`src/bsa_pkg.sv`:
```
// ----------------------------------------------------------------------------
// bsa_pkg: shared constants and types for the safe allocator
// Operation and status codes, resource count, parameter defaults and the
// write controls of the claim/holding store.
// ----------------------------------------------------------------------------
package bsa_pkg;

    localparam int NRES               = 3;
    localparam int NUM_PROCS_DEFAULT  = 4;
    localparam int COUNT_BITS_DEFAULT = 8;

    localparam int FIELD_W    = 8;
    localparam int S_TDATA_W  = 56;
    localparam int M_TDATA_W  = 32;

    localparam logic [1:0] OP_LOAD    = 2'd0;
    localparam logic [1:0] OP_SET     = 2'd1;
    localparam logic [1:0] OP_REQUEST = 2'd2;

    localparam logic [2:0] ST_OK       = 3'd0;
    localparam logic [2:0] ST_GRANTED  = 3'd1;
    localparam logic [2:0] ST_COMPLETE = 3'd2;
    localparam logic [2:0] ST_BAD_PROC = 3'd3;
    localparam logic [2:0] ST_BAD_AMT  = 3'd4;
    localparam logic [2:0] ST_UNSAFE   = 3'd5;

    localparam logic [2:0] COUNT_SAT = 3'd7;

    typedef struct packed {
        logic claim_we;
        logic held_we;
    } bsa_wr_t;

endpackage

```
`src/bankers_safe_allocator_core.sv`:
```
// ----------------------------------------------------------------------------
// bankers_safe_allocator_core: deadlock-avoiding resource allocator
// Keeps claim, holding, available units and active flags for a set of
// processes over three resource types; loads processes, sets the pool and
// grants requests only when every active process can still finish.
//
//   Channel  Direction  Beat
//   s_       in         one operation request (op, proc, amounts, claims)
//   m_       out        one result per request (status, pool, active count)
//
// Load, set and unused codes go from S_EXEC straight to S_RESP, which
// registers the result. A request runs the safety scan between S_EXEC and
// S_DECIDE: the scan visits one process per cycle through the shared fit
// unit, pass after pass until a pass frees nothing or all are done.
// s_tready is high only while the sequencer is idle; a result held by a low
// m_tready stalls the sequencer. Reset clears the pool and active flags.
// ----------------------------------------------------------------------------
module bankers_safe_allocator_core
    import bsa_pkg::*;
#(
    parameter int NUM_PROCS  = NUM_PROCS_DEFAULT,
    parameter int COUNT_BITS = COUNT_BITS_DEFAULT
) (
    input  logic                 aclk,
    input  logic                 aresetn,
    input  logic                 s_tvalid,
    output logic                 s_tready,
    // op[1:0], proc[3:2], amount_0[11:4], amount_1[19:12], amount_2[27:20],
    // claim_0[35:28], claim_1[43:36], claim_2[51:44], zero[55:52]
    input  logic [S_TDATA_W-1:0] s_tdata,
    output logic                 m_tvalid,
    input  logic                 m_tready,
    // status[2:0], avail_out_0[10:3], avail_out_1[18:11], avail_out_2[26:19],
    // active_count[29:27], zero[31:30]
    output logic [M_TDATA_W-1:0] m_tdata
);

    localparam int IDX_W  = $clog2(NUM_PROCS);
    localparam int CNT_W  = $clog2(NUM_PROCS + 1);
    localparam int WORK_W = COUNT_BITS + CNT_W;
    localparam int CMP_W  = (COUNT_BITS > FIELD_W) ? COUNT_BITS : FIELD_W;

    typedef enum logic [2:0] {
        S_IDLE,
        S_EXEC,
        S_SCAN,
        S_DECIDE,
        S_RESP
    } state_t;

    state_t state_reg, state_next;

    logic [1:0]                      op_reg, op_next;
    logic [1:0]                      proc_reg, proc_next;
    logic [NRES-1:0][FIELD_W-1:0]    amt_reg, amt_next;
    logic [NRES-1:0][FIELD_W-1:0]    claim_in_reg, claim_in_next;
    logic [NRES-1:0][COUNT_BITS-1:0] avail_reg, avail_next;
    logic [NUM_PROCS-1:0]            active_reg, active_next;
    logic [NRES-1:0][WORK_W-1:0]     work_reg, work_next;
    logic [NUM_PROCS-1:0]            done_reg, done_next;
    logic [IDX_W-1:0]                scan_idx_reg, scan_idx_next;
    logic                            progress_reg, progress_next;
    logic [2:0]                      status_reg, status_next;
    logic                            m_tvalid_reg, m_tvalid_next;
    logic [M_TDATA_W-1:0]            m_tdata_reg, m_tdata_next;

    logic [IDX_W-1:0]                proc_idx;
    logic [IDX_W-1:0]                idx;
    logic                            proc_ok;
    bsa_wr_t                         wr_ctl;
    logic [NRES-1:0][COUNT_BITS-1:0] wr_claim;
    logic [NRES-1:0][COUNT_BITS-1:0] wr_held;
    logic [NRES-1:0][COUNT_BITS-1:0] rd_claim;
    logic [NRES-1:0][COUNT_BITS-1:0] rd_held;
    logic                            fits;
    logic [NRES-1:0][WORK_W-1:0]     work_sum;

    logic [NRES-1:0][COUNT_BITS-1:0] need;
    logic [NRES-1:0][COUNT_BITS-1:0] amt_cb;
    logic [NRES-1:0][COUNT_BITS-1:0] claim_cb;
    logic                            load_bad;
    logic                            req_bad;
    logic                            full;
    logic [NRES-1:0][COUNT_BITS:0]   release_sum;
    logic [CNT_W-1:0]                active_cnt;
    logic [2:0]                      active_sat;
    logic                            scan_take;
    logic [NUM_PROCS-1:0]            done_upd;

    assign proc_idx = IDX_W'(proc_reg);
    assign proc_ok  = (32'(proc_reg) < NUM_PROCS);
    assign idx      = (state_reg == S_SCAN) ? scan_idx_reg : proc_idx;
    assign s_tready = (state_reg == S_IDLE);
    assign m_tvalid = m_tvalid_reg;
    assign m_tdata  = m_tdata_reg;

    bsa_store #(
        .NUM_PROCS  (NUM_PROCS),
        .COUNT_BITS (COUNT_BITS)
    ) u_store (
        .aclk     (aclk),
        .idx      (idx),
        .wr_ctl   (wr_ctl),
        .wr_claim (wr_claim),
        .wr_held  (wr_held),
        .rd_claim (rd_claim),
        .rd_held  (rd_held)
    );

    bsa_fit_unit #(
        .COUNT_BITS (COUNT_BITS),
        .WORK_W     (WORK_W)
    ) u_fit (
        .claim_row (rd_claim),
        .held_row  (rd_held),
        .work      (work_reg),
        .fits      (fits),
        .work_sum  (work_sum)
    );

    // load and request checks, and release arithmetic on the row at the request index
    always_comb begin
        load_bad = 1'b0;
        req_bad  = 1'b0;
        full     = 1'b1;
        for (int r = 0; r < NRES; r++) begin
            amt_cb[r]      = COUNT_BITS'(amt_reg[r]);
            claim_cb[r]    = COUNT_BITS'(claim_in_reg[r]);
            need[r]        = rd_claim[r] - rd_held[r];
            release_sum[r] = {1'b0, avail_reg[r]} + {1'b0, rd_held[r]};
            if (amt_cb[r] > claim_cb[r]) begin
                load_bad = 1'b1;
            end
            if ((CMP_W'(amt_reg[r]) > CMP_W'(need[r])) ||
                (CMP_W'(amt_reg[r]) > CMP_W'(avail_reg[r]))) begin
                req_bad = 1'b1;
            end
            if (rd_held[r] != rd_claim[r]) begin
                full = 1'b0;
            end
        end
    end

    always_comb begin
        active_cnt = '0;
        for (int p = 0; p < NUM_PROCS; p++) begin
            active_cnt = active_cnt + CNT_W'(active_reg[p]);
        end
        active_sat = (32'(active_cnt) > 32'(COUNT_SAT)) ? COUNT_SAT : 3'(active_cnt);
    end

    assign scan_take = !done_reg[scan_idx_reg] && fits;

    always_comb begin
        done_upd = done_reg;
        if (scan_take) begin
            done_upd[scan_idx_reg] = 1'b1;
        end
    end

    always_comb begin
        state_next    = state_reg;
        op_next       = op_reg;
        proc_next     = proc_reg;
        amt_next      = amt_reg;
        claim_in_next = claim_in_reg;
        avail_next    = avail_reg;
        active_next   = active_reg;
        work_next     = work_reg;
        done_next     = done_reg;
        scan_idx_next = scan_idx_reg;
        progress_next = progress_reg;
        status_next   = status_reg;
        m_tvalid_next = m_tvalid_reg;
        m_tdata_next  = m_tdata_reg;
        wr_ctl        = '0;
        wr_claim      = claim_cb;
        wr_held       = amt_cb;

        if (m_tvalid_reg && m_tready) begin
            m_tvalid_next = 1'b0;
        end

        unique case (state_reg)
            S_IDLE: begin
                if (s_tvalid) begin
                    op_next       = s_tdata[1:0];
                    proc_next     = s_tdata[3:2];
                    amt_next      = s_tdata[27:4];
                    claim_in_next = s_tdata[51:28];
                    state_next    = S_EXEC;
                end
            end
            S_EXEC: begin
                state_next  = S_RESP;
                status_next = ST_OK;
                unique case (op_reg)
                    OP_LOAD: begin
                        if (!proc_ok) begin
                            status_next = ST_BAD_PROC;
                        end else if (load_bad) begin
                            status_next = ST_BAD_AMT;
                        end else begin
                            wr_ctl.claim_we       = 1'b1;
                            wr_ctl.held_we        = 1'b1;
                            active_next[proc_idx] = 1'b1;
                        end
                    end
                    OP_SET: begin
                        avail_next = amt_cb;
                    end
                    OP_REQUEST: begin
                        if (!proc_ok || !active_reg[proc_idx]) begin
                            status_next = ST_BAD_PROC;
                        end else if (req_bad) begin
                            status_next = ST_BAD_AMT;
                        end else begin
                            // grant tentatively, then start the safety scan
                            wr_ctl.held_we = 1'b1;
                            for (int r = 0; r < NRES; r++) begin
                                wr_held[r]    = rd_held[r] + amt_cb[r];
                                avail_next[r] = avail_reg[r] - amt_cb[r];
                                work_next[r]  = WORK_W'(avail_next[r]);
                            end
                            done_next     = ~active_reg;
                            scan_idx_next = '0;
                            progress_next = 1'b0;
                            state_next    = S_SCAN;
                        end
                    end
                    default: begin
                        status_next = ST_OK;
                    end
                endcase
            end
            S_SCAN: begin
                if (scan_take) begin
                    work_next = work_sum;
                end
                done_next = done_upd;
                if (scan_idx_reg == IDX_W'(NUM_PROCS - 1)) begin
                    // another pass only if this one freed someone and some are not yet done
                    if ((progress_reg || scan_take) && !(&done_upd)) begin
                        scan_idx_next = '0;
                        progress_next = 1'b0;
                    end else begin
                        state_next = S_DECIDE;
                    end
                end else begin
                    scan_idx_next = scan_idx_reg + 1'b1;
                    progress_next = progress_reg || scan_take;
                end
            end
            S_DECIDE: begin
                state_next = S_RESP;
                if (!(&done_reg)) begin
                    // roll back the tentative grant
                    wr_ctl.held_we = 1'b1;
                    for (int r = 0; r < NRES; r++) begin
                        wr_held[r]    = rd_held[r] - amt_cb[r];
                        avail_next[r] = avail_reg[r] + amt_cb[r];
                    end
                    status_next = ST_UNSAFE;
                end else if (full) begin
                    wr_ctl.held_we = 1'b1;
                    for (int r = 0; r < NRES; r++) begin
                        wr_held[r]    = '0;
                        avail_next[r] = release_sum[r][COUNT_BITS] ? '1 :
                                        release_sum[r][COUNT_BITS-1:0];
                    end
                    active_next[proc_idx] = 1'b0;
                    status_next           = ST_COMPLETE;
                end else begin
                    status_next = ST_GRANTED;
                end
            end
            S_RESP: begin
                if (!m_tvalid_reg || m_tready) begin
                    m_tvalid_next = 1'b1;
                    m_tdata_next  = {2'b00, active_sat,
                                     FIELD_W'(avail_reg[2]),
                                     FIELD_W'(avail_reg[1]),
                                     FIELD_W'(avail_reg[0]),
                                     status_reg};
                    state_next    = S_IDLE;
                end
            end
            default: begin
                state_next = S_IDLE;
            end
        endcase
    end

    always_ff @(posedge aclk) begin
        if (!aresetn) begin
            state_reg    <= S_IDLE;
            avail_reg    <= '0;
            active_reg   <= '0;
            m_tvalid_reg <= 1'b0;
            m_tdata_reg  <= '0;
        end else begin
            state_reg    <= state_next;
            avail_reg    <= avail_next;
            active_reg   <= active_next;
            m_tvalid_reg <= m_tvalid_next;
            m_tdata_reg  <= m_tdata_next;
        end
    end

    always_ff @(posedge aclk) begin
        op_reg       <= op_next;
        proc_reg     <= proc_next;
        amt_reg      <= amt_next;
        claim_in_reg <= claim_in_next;
        work_reg     <= work_next;
        done_reg     <= done_next;
        scan_idx_reg <= scan_idx_next;
        progress_reg <= progress_next;
        status_reg   <= status_next;
    end

endmodule

```
`src/bsa_store.sv`:
```
// ----------------------------------------------------------------------------
// bsa_store: per-process claim and holding rows
// One row of three counts per process for claim and for holding, written
// and read at a single shared index.
// ----------------------------------------------------------------------------
module bsa_store
    import bsa_pkg::*;
#(
    parameter int NUM_PROCS  = NUM_PROCS_DEFAULT,
    parameter int COUNT_BITS = COUNT_BITS_DEFAULT,
    localparam int IDX_W     = $clog2(NUM_PROCS)
) (
    input  logic                                aclk,
    input  logic [IDX_W-1:0]                    idx,
    input  bsa_wr_t                             wr_ctl,
    input  logic [NRES-1:0][COUNT_BITS-1:0]     wr_claim,
    input  logic [NRES-1:0][COUNT_BITS-1:0]     wr_held,
    output logic [NRES-1:0][COUNT_BITS-1:0]     rd_claim,
    output logic [NRES-1:0][COUNT_BITS-1:0]     rd_held
);

    logic [NRES-1:0][COUNT_BITS-1:0] claim_reg [NUM_PROCS];
    logic [NRES-1:0][COUNT_BITS-1:0] held_reg  [NUM_PROCS];

    // row contents only take effect for processes that a load has made active
    always_ff @(posedge aclk) begin
        if (wr_ctl.claim_we) begin
            claim_reg[idx] <= wr_claim;
        end
        if (wr_ctl.held_we) begin
            held_reg[idx] <= wr_held;
        end
    end

    assign rd_claim = claim_reg[idx];
    assign rd_held  = held_reg[idx];

endmodule

```
`src/bsa_fit_unit.sv`:
```
// ----------------------------------------------------------------------------
// bsa_fit_unit: one safety-scan step
// Checks whether one process's remaining need fits the work vector and
// forms the work vector after that process hands back its holding.
// ----------------------------------------------------------------------------
module bsa_fit_unit
    import bsa_pkg::*;
#(
    parameter int COUNT_BITS = COUNT_BITS_DEFAULT,
    parameter int WORK_W     = COUNT_BITS_DEFAULT + 3
) (
    input  logic [NRES-1:0][COUNT_BITS-1:0] claim_row,
    input  logic [NRES-1:0][COUNT_BITS-1:0] held_row,
    input  logic [NRES-1:0][WORK_W-1:0]     work,
    output logic                            fits,
    output logic [NRES-1:0][WORK_W-1:0]     work_sum
);

    logic [NRES-1:0][COUNT_BITS-1:0] need;

    always_comb begin
        fits = 1'b1;
        for (int r = 0; r < NRES; r++) begin
            need[r]     = claim_row[r] - held_row[r];
            work_sum[r] = work[r] + WORK_W'(held_row[r]);
            if (WORK_W'(need[r]) > work[r]) begin
                fits = 1'b0;
            end
        end
    end

endmodule
```
`config.mk`:
```
export PLATFORM = sky130hd
export DESIGN_NAME = bankers_safe_allocator_core
export DESIGN_NICKNAME = d
export VERILOG_FILES = /design/src/bsa_pkg.sv /design/src/bankers_safe_allocator_core.sv /design/src/bsa_store.sv /design/src/bsa_fit_unit.sv
export SDC_FILE = /design/constraint.sdc
export NUM_CORES = 1
export LEC_CHECK = 0
export BUFFER_PORTS_ARGS = -buffer_cell sky130_fd_sc_hd__buf_2
export CORE_MARGIN = 3
export CORE_UTILIZATION = 44
export DETAILED_ROUTE_END_ITERATION = 8
export GPL_ROUTABILITY_DRIVEN = 0
export PLACE_DENSITY = 0.67
export SLEW_MARGIN = 20
export SYNTH_ARGS = -nofsm -noshare
export SYNTH_HDL_FRONTEND = slang
export SYNTH_SLANG_ARGS = --single-unit
```
`constraint.sdc`:
```
create_clock -name aclk -period 10.69 [get_ports aclk]
set_input_delay 1.069 -clock aclk [delete_from_list [all_inputs] [get_ports aclk]]
set_output_delay 1.069 -clock aclk [all_outputs]
set_load 0.01 [all_outputs]
```
After elaboration in Yosys (flattened, before gate mapping)
Memories as Yosys holds them, arrays and structs flattened.
Index checks and enable logic that the tools add are counted.
- bits of input ports: 60
- memories: 2
- register bits after elaboration: 157
- RAM bits: 192
- output and inout port bits: 34
- logic and storage cells: 218
- $lt $le $gt $ge: 16
- add/sub/neg operators: 25
- reduce and logical (&&, ||, !) cells: 27
- mux-type cells: 94
- bitwise logic cells: 5
- equal/unequal tests: 27
- memories (name ; depth ; bits a word ; read ports ; clocked after memory_dff ; write ports ; RTL line ; RTL):
    u_store.claim_reg ; 4 ; 24 ; 1 ; 0 ; 1 ; bsa_store.sv:22 ; logic [NRES-1:0][COUNT_BITS-1:0] claim_reg [NUM_PROCS];
    u_store.held_reg ; 4 ; 24 ; 1 ; 0 ; 1 ; bsa_store.sv:23 ; logic [NRES-1:0][COUNT_BITS-1:0] held_reg [NUM_PROCS];
- operators with widths (kind ; number):
    24-bit two-way mux ; 9
    24-bit case mux with 2 select lines ; 3
    33-bit two-way mux ; 4
    8-bit greater-than comparator ; 9
    8-bit subtractor ; 9
    33-bit case mux with 2 select lines ; 1
    8-bit adder ; 6
    1-bit two-way mux ; 34
    11-bit by 8-bit adder with 11-bit output ; 3
    8-bit by 11-bit greater-than comparator with 1-bit output ; 3
    3-bit two-way mux ; 11
    4-bit two-way mux ; 8
    8-bit by 8-bit adder with 9-bit output ; 3
    8-bit two-way mux ; 3
    8-bit != test ; 3
    5-bit AND reduction ; 4
    2-bit != test, second input constant ; 9
    2-bit two-way mux ; 8
    4-bit case mux with 2 select lines ; 2
    4-bit AND reduction ; 4
    3-bit case mux with 5 select lines ; 1
    3-bit case mux with 2 select lines ; 2
    3-bit != test, second input constant ; 3
    4-bit NOT ; 2
    other kinds (27) ; 50

Longest topological paths before layout
An unclocked memory read counts as a cell.
- depth in word-level cells: 16
- gate-level depth with buffers: 30
- depth with buffers taken out: 25

Cells and area by module
From an unflattened synthesis, not the netlist that was laid out.
- cell total of the unflattened synthesis: 2114
- area total of the unflattened synthesis: 22924.5 um2
- modules (own cells, without submodules) (module ; cells each ; sequential area each (um2) ; area an instance (um2) ; times used):
    bankers_safe_allocator_core ; 1504 ; 4093.9 ; 13200.2 ; 1
    bsa_store ; 260 ; 5765.5 ; 7034.2 ; 1
    bsa_fit_unit ; 350 ; 0.0 ; 2690.1 ; 1

Worst setup path after synthesis
OpenSTA, ideal clock, no wires.
- path type: reg-to-reg
- from: register state_reg[0]
- to: memory u_store.held_reg[0][0] in the netlist's numbering, enable pin
- cell stages (with the launch flop): 27
- slack: 3702 ps
- arrival time: 6585 ps
- period minus slack after synthesis: 6988 ps
- data required time: 10286 ps
- setup time: 404 ps
- path buffers: 6
- path through: dfxtp_1 > or3b_1 > buf_2 > buf_6 > nand2_1 > a21boi_1 > clkbuf_1 > clkbuf_1 > a31oi_1 > ha_1 > a21o_1 > a21o_1 > a21oi_1 > o21bai_1 > a21o_1 > a21o_1 > xor2_1 > ha_1 > nand4_1 > or2_2 > o21ai_0 > o2111ai_1 > o21ba_2 > or3_1 > buf_2 > buf_6 > a211oi_2
- word-level cells in the longest chain between the ends: 15
- elaborated cells between the ends (all ways): 32
- classes of those cells: add/sub (3); order compare (3); eq/ne (6); mux (15); reduce/logical (3); memory (2)
- RTL lines (element ; RTL line ; RTL):
    from (decl) ; bankers_safe_allocator_core.sv:51 ; state_t state_reg, state_next;
    from (signal assigned) ; bankers_safe_allocator_core.sv:302 ; state_reg <= state_next;
    3-bit by 2-bit equality test with 1-bit output ; bankers_safe_allocator_core.sv:92 ; assign idx = (state_reg == S_SCAN) ? scan_idx_reg : proc_idx;
    2-bit two-way mux ; bankers_safe_allocator_core.sv:92 ;
    memory 4 x 24 bit, on equally long branches ; - ;
    8-bit subtractor ; bankers_safe_allocator_core.sv:129 ; need[r] = rd_claim[r] - rd_held[r];
    8-bit greater-than comparator ; bankers_safe_allocator_core.sv:134 ; if ((CMP_W'(amt_reg[r]) > CMP_W'(need[r])) ||
    1-bit logical OR ; bankers_safe_allocator_core.sv:134 ;
    1-bit two-way mux (3 in series) ; bankers_safe_allocator_core.sv:134 ;
    1-bit two-way mux ; bankers_safe_allocator_core.sv:215 ; end else if (req_bad) begin
    1-bit two-way mux ; bankers_safe_allocator_core.sv:213 ; if (!proc_ok || !active_reg[proc_idx]) begin
    1-bit case mux with 2 select lines ; bankers_safe_allocator_core.sv:197 ; unique case (op_reg)
    1-bit case mux with 2 select lines ; bankers_safe_allocator_core.sv:184 ; unique case (state_reg)
    1-bit two-way mux ; bsa_store.sv:30 ; if (wr_ctl.held_we) begin
    1-bit two-way mux (not written as such) ; bsa_store.sv:31 ; held_reg[idx] <= wr_held;
    to (decl) ; bsa_store.sv:23 ;
Several ways; a longest one is shown, not always the timed one.

Final worst setup path
- from: register state_reg[1]
- to: memory u_store.held_reg[2][22] in the netlist's numbering, enable pin
The elaborated chain is that of the path after synthesis.

==> flow_metrics.py <==
metrics = {
    "outcome": {
        "outcome": "completed",
    },
    "route": {
        "post_drt_wl_per_cell_um": 20.3,
        "vias": 17200,
        "drtIter0Drc": 1404,
        "drtPass1Iterations": 5,
        "postRouteAntennaNets": 0,
        "routed_via_density": 5.74,
        "post-route-drc-count": 0,
        "wl_um": 61000,
    },
    "die": {
        "die_y_um": 231,
        "core_um2": 49600,
        "io_pins": 94,
        "start_util": 0.451,
        "num_rows": 81,
        "die_w_um": 231,
        "die-area_um2": 53500,
    },
    "yosys": {
        "synth-seq-cells": 349,
        "yosys.area.top_type_share": 0.386,
        "syn_avg_cell_area_um2": 9.96,
        "synthFlopType": "edfxtp_1",
        "syn_inst": 2243,
        "synth_seq_area_share": 0.441,
        "netlist_area_um2": 22300,
        "async_reset_ff_frac": 0,
        "synth_edf_count": 287,
        "yosys.area.top_type": "edfxtp_1",
        "ys_types": 73,
        "synth_area_leaders": "edfxtp_1 39%, ha_1 13%, nand2_1 5.8%",
        "yosysWarnings": 0,
    },
    "critical_path": {
        "crit_type": "flop to flop",
        "cpMostUsedCell": "buf_4",
        "required_ns": 10.93,
        "path_max_fanout": 40,
        "critPathArrivalTime_ns": 8.59,
        "worstSetupStartpointType": "flop",
        "slowest_delay_ns": 0.67,
        "crit_path_top_delay_cell": "a211oi_4",
        "rrSetupSlack_ns": 2.34,
        "worstSetupEndpointType": "flop",
    },
    "pwr": {
        "swShare": 0.280,
        "clkPwrFrac": 0.385,
        "p_int_w": 0.00260,
        "powerDensity_nw_per_um2": 145,
        "leakagePower_nw": 10.5,
        "p_seq_frac": 0.426,
        "p_switching_w": 0.00101,
        "peakVddDrop_uv": 145,
        "combPwrFrac": 0.189,
    },
    "global_routing": {
        "overflow": 0,
        "grt_pass1_vias": 17000,
        "grt_use_total": 0.225,
        "grt_max_degree": 59,
        "antenna_found_initial": 0,
        "grt_pass1_wl_um": 93800,
    },
    "clock_network": {
        "cts_root_buffer": "clkbuf_16",
        "post_cts_buffers": 0,
        "path_clk_slew_ns": 0.06,
        "cts_buffers": 37,
        "insertion_delay_ns": 0.57,
        "tritoncts": "done",
        "clock-sinks": 349,
        "cts-resized-gates": 0,
        "cts_buffer_depth": 3,
        "holdBufCountCts": 0,
        "ctsHtreeMaxLevel": 2,
    },
    "finish": {
        "final_common_cell": "nand2_1",
        "drive_above_1_share": 0.0915,
        "layout.nets": 2629,
        "final_util": 0.502,
        "num_antenna_cells": 0,
        "area_delta_synth_final_pct": 11.4,
        "final_cell_mix": "345 x nand2_1, 287 x edfxtp_1, 237 x ha_1",
    },
    "sta": {
        "hold_violations": 0,
        "maxClockFrequency_mhz": 120,
        "rsz0062_at_grt": "false",
        "tightest_slew_ns": 0.944,
        "setup_viol": 0,
        "slew_headroom": 0.369,
        "period_minus_slack_ns": 8.35,
        "clock_skew_ns": 0.0154,
        "slew_violations": 0,
        "final.period_utilization": 0.781,
        "tns_ns": 0,
    },
    "min_path": {
        "hold_class": "flop to flop",
    },
    "placed_design": {
        "port_buffers": 87,
        "dpl.hpwl_um": 44300,
    },
    "job": {
        "drv_cap": 0,
    },
}
[worst max-delay path, delay by kind of cell, from the launching register on]
kind	cells	cell delay, ns
compound gates	10	3.22
buf+inv	7	1.82
simple gates	7	1.28
fa+ha+maj	3	0.94
flops	1	0.55
xor+xnor	1	0.19
[cells by family after synthesis]
family,count (synthesis),share of synthesized area
other cells,1,0.000168
fa+ha+maj,259,0.152
buf+inv,285,0.0496
simple gates,653,0.133
compound gates,529,0.154
xor+xnor,109,0.0427
flops,349,0.441
mux,58,0.0273
[final cells by class]
class / instances / area [um2]
Multi-Input combinational cell: 1610 / 11500
Fill cell: 4405 / 24700
Clock buffer: 44 / 1010
Clock inverter: 24 / 310
Timing Repair Buffer: 116 / 657
Sequential cell: 349 / 9860
Tap cell: 664 / 831
Inverter: 196 / 736
[layer usage]
metal	vias to the layer above	GRT usage	wire, um
met4	0	0.0947	2480
met3	146	0.0328	3610
met1	8371	0.283	25300
met5	-	0	0
li1	8155	-	-
met2	555	0.386	29500
[per-stage QoR]
stage	area [um2]	hold WS [ns]	setup WS (ns)	total power (W)	std cells
final	24900	0.452	2.34	0.00361	3003
after floorplan	22300	0.458	3.70	0.00204	2244
after global placement	23600	0.443	2.51	0.00221	2934
after detailed placement	23600	0.444	2.39	0.00224	2934
after global routing	24900	0.472	1.91	0.00378	3003
after CTS	24900	0.453	2.36	0.00363	3002
[power by group through the flow]
stage | Clock, W | Combinational (W) | Sequential [W]
after floorplan | 0 | 0.000492 | 0.00155
after global placement | 0 | 0.000645 | 0.00157
after detailed placement | 0 | 0.000671 | 0.00157
after CTS | 0.00141 | 0.000676 | 0.00154
after global routing | 0.00147 | 0.000765 | 0.00154
final | 0.00139 | 0.000682 | 0.00154
[Yosys cell counts (4+ instances only)]
| cell | number |
|---|---|
| and3_1 | 25 |
| a221o_1 | 8 |
| or3_1 | 11 |
| o22ai_1 | 7 |
| nor2b_1 | 21 |
| mux2i_1 | 55 |
| nand3_1 | 58 |
| nor2_1 | 79 |
| nand2_1 | 347 |
| ha_1 | 237 |
| buf_2 | 6 |
| edfxtp_1 | 287 |
| nand2b_1 | 19 |
| nor3_1 | 26 |
| a31oi_1 | 27 |
| nand4_1 | 25 |
| fa_1 | 22 |
| o2111ai_1 | 7 |
| o221a_2 | 5 |
| xor2_1 | 46 |
| o2bb2ai_1 | 13 |
| nor4_1 | 7 |
| clkbuf_1 | 74 |
| xnor2_1 | 63 |
| a211oi_1 | 6 |
| o21ai_0 | 86 |
| o211a_1 | 4 |
| inv_1 | 193 |
| o31ai_1 | 13 |
| dfxtp_1 | 62 |
| a41oi_1 | 4 |
| a21oi_1 | 170 |
| o31a_1 | 4 |
| o21a_1 | 23 |
| o21bai_1 | 48 |
| a211oi_2 | 4 |
| and2_1 | 20 |
| buf_1 | 4 |
| a221oi_1 | 11 |
| a21o_1 | 46 |
| o211ai_1 | 15 |
| a22o_1 | 5 |
[path summary, 6_finish.rpt]
kind | start | cells past startpoint | end
worst max register to register | state_reg[1] | 28 | u_store.held_reg[2][22]
worst min-delay path | m_tdata[29] | 2 | m_tdata[29]
worst max-delay path | state_reg[1] | 28 | u_store.held_reg[2][22]
worst min register to register | m_tdata[29] | 2 | m_tdata[29]
Note: power is estimated with default switching activity, not from simulation.
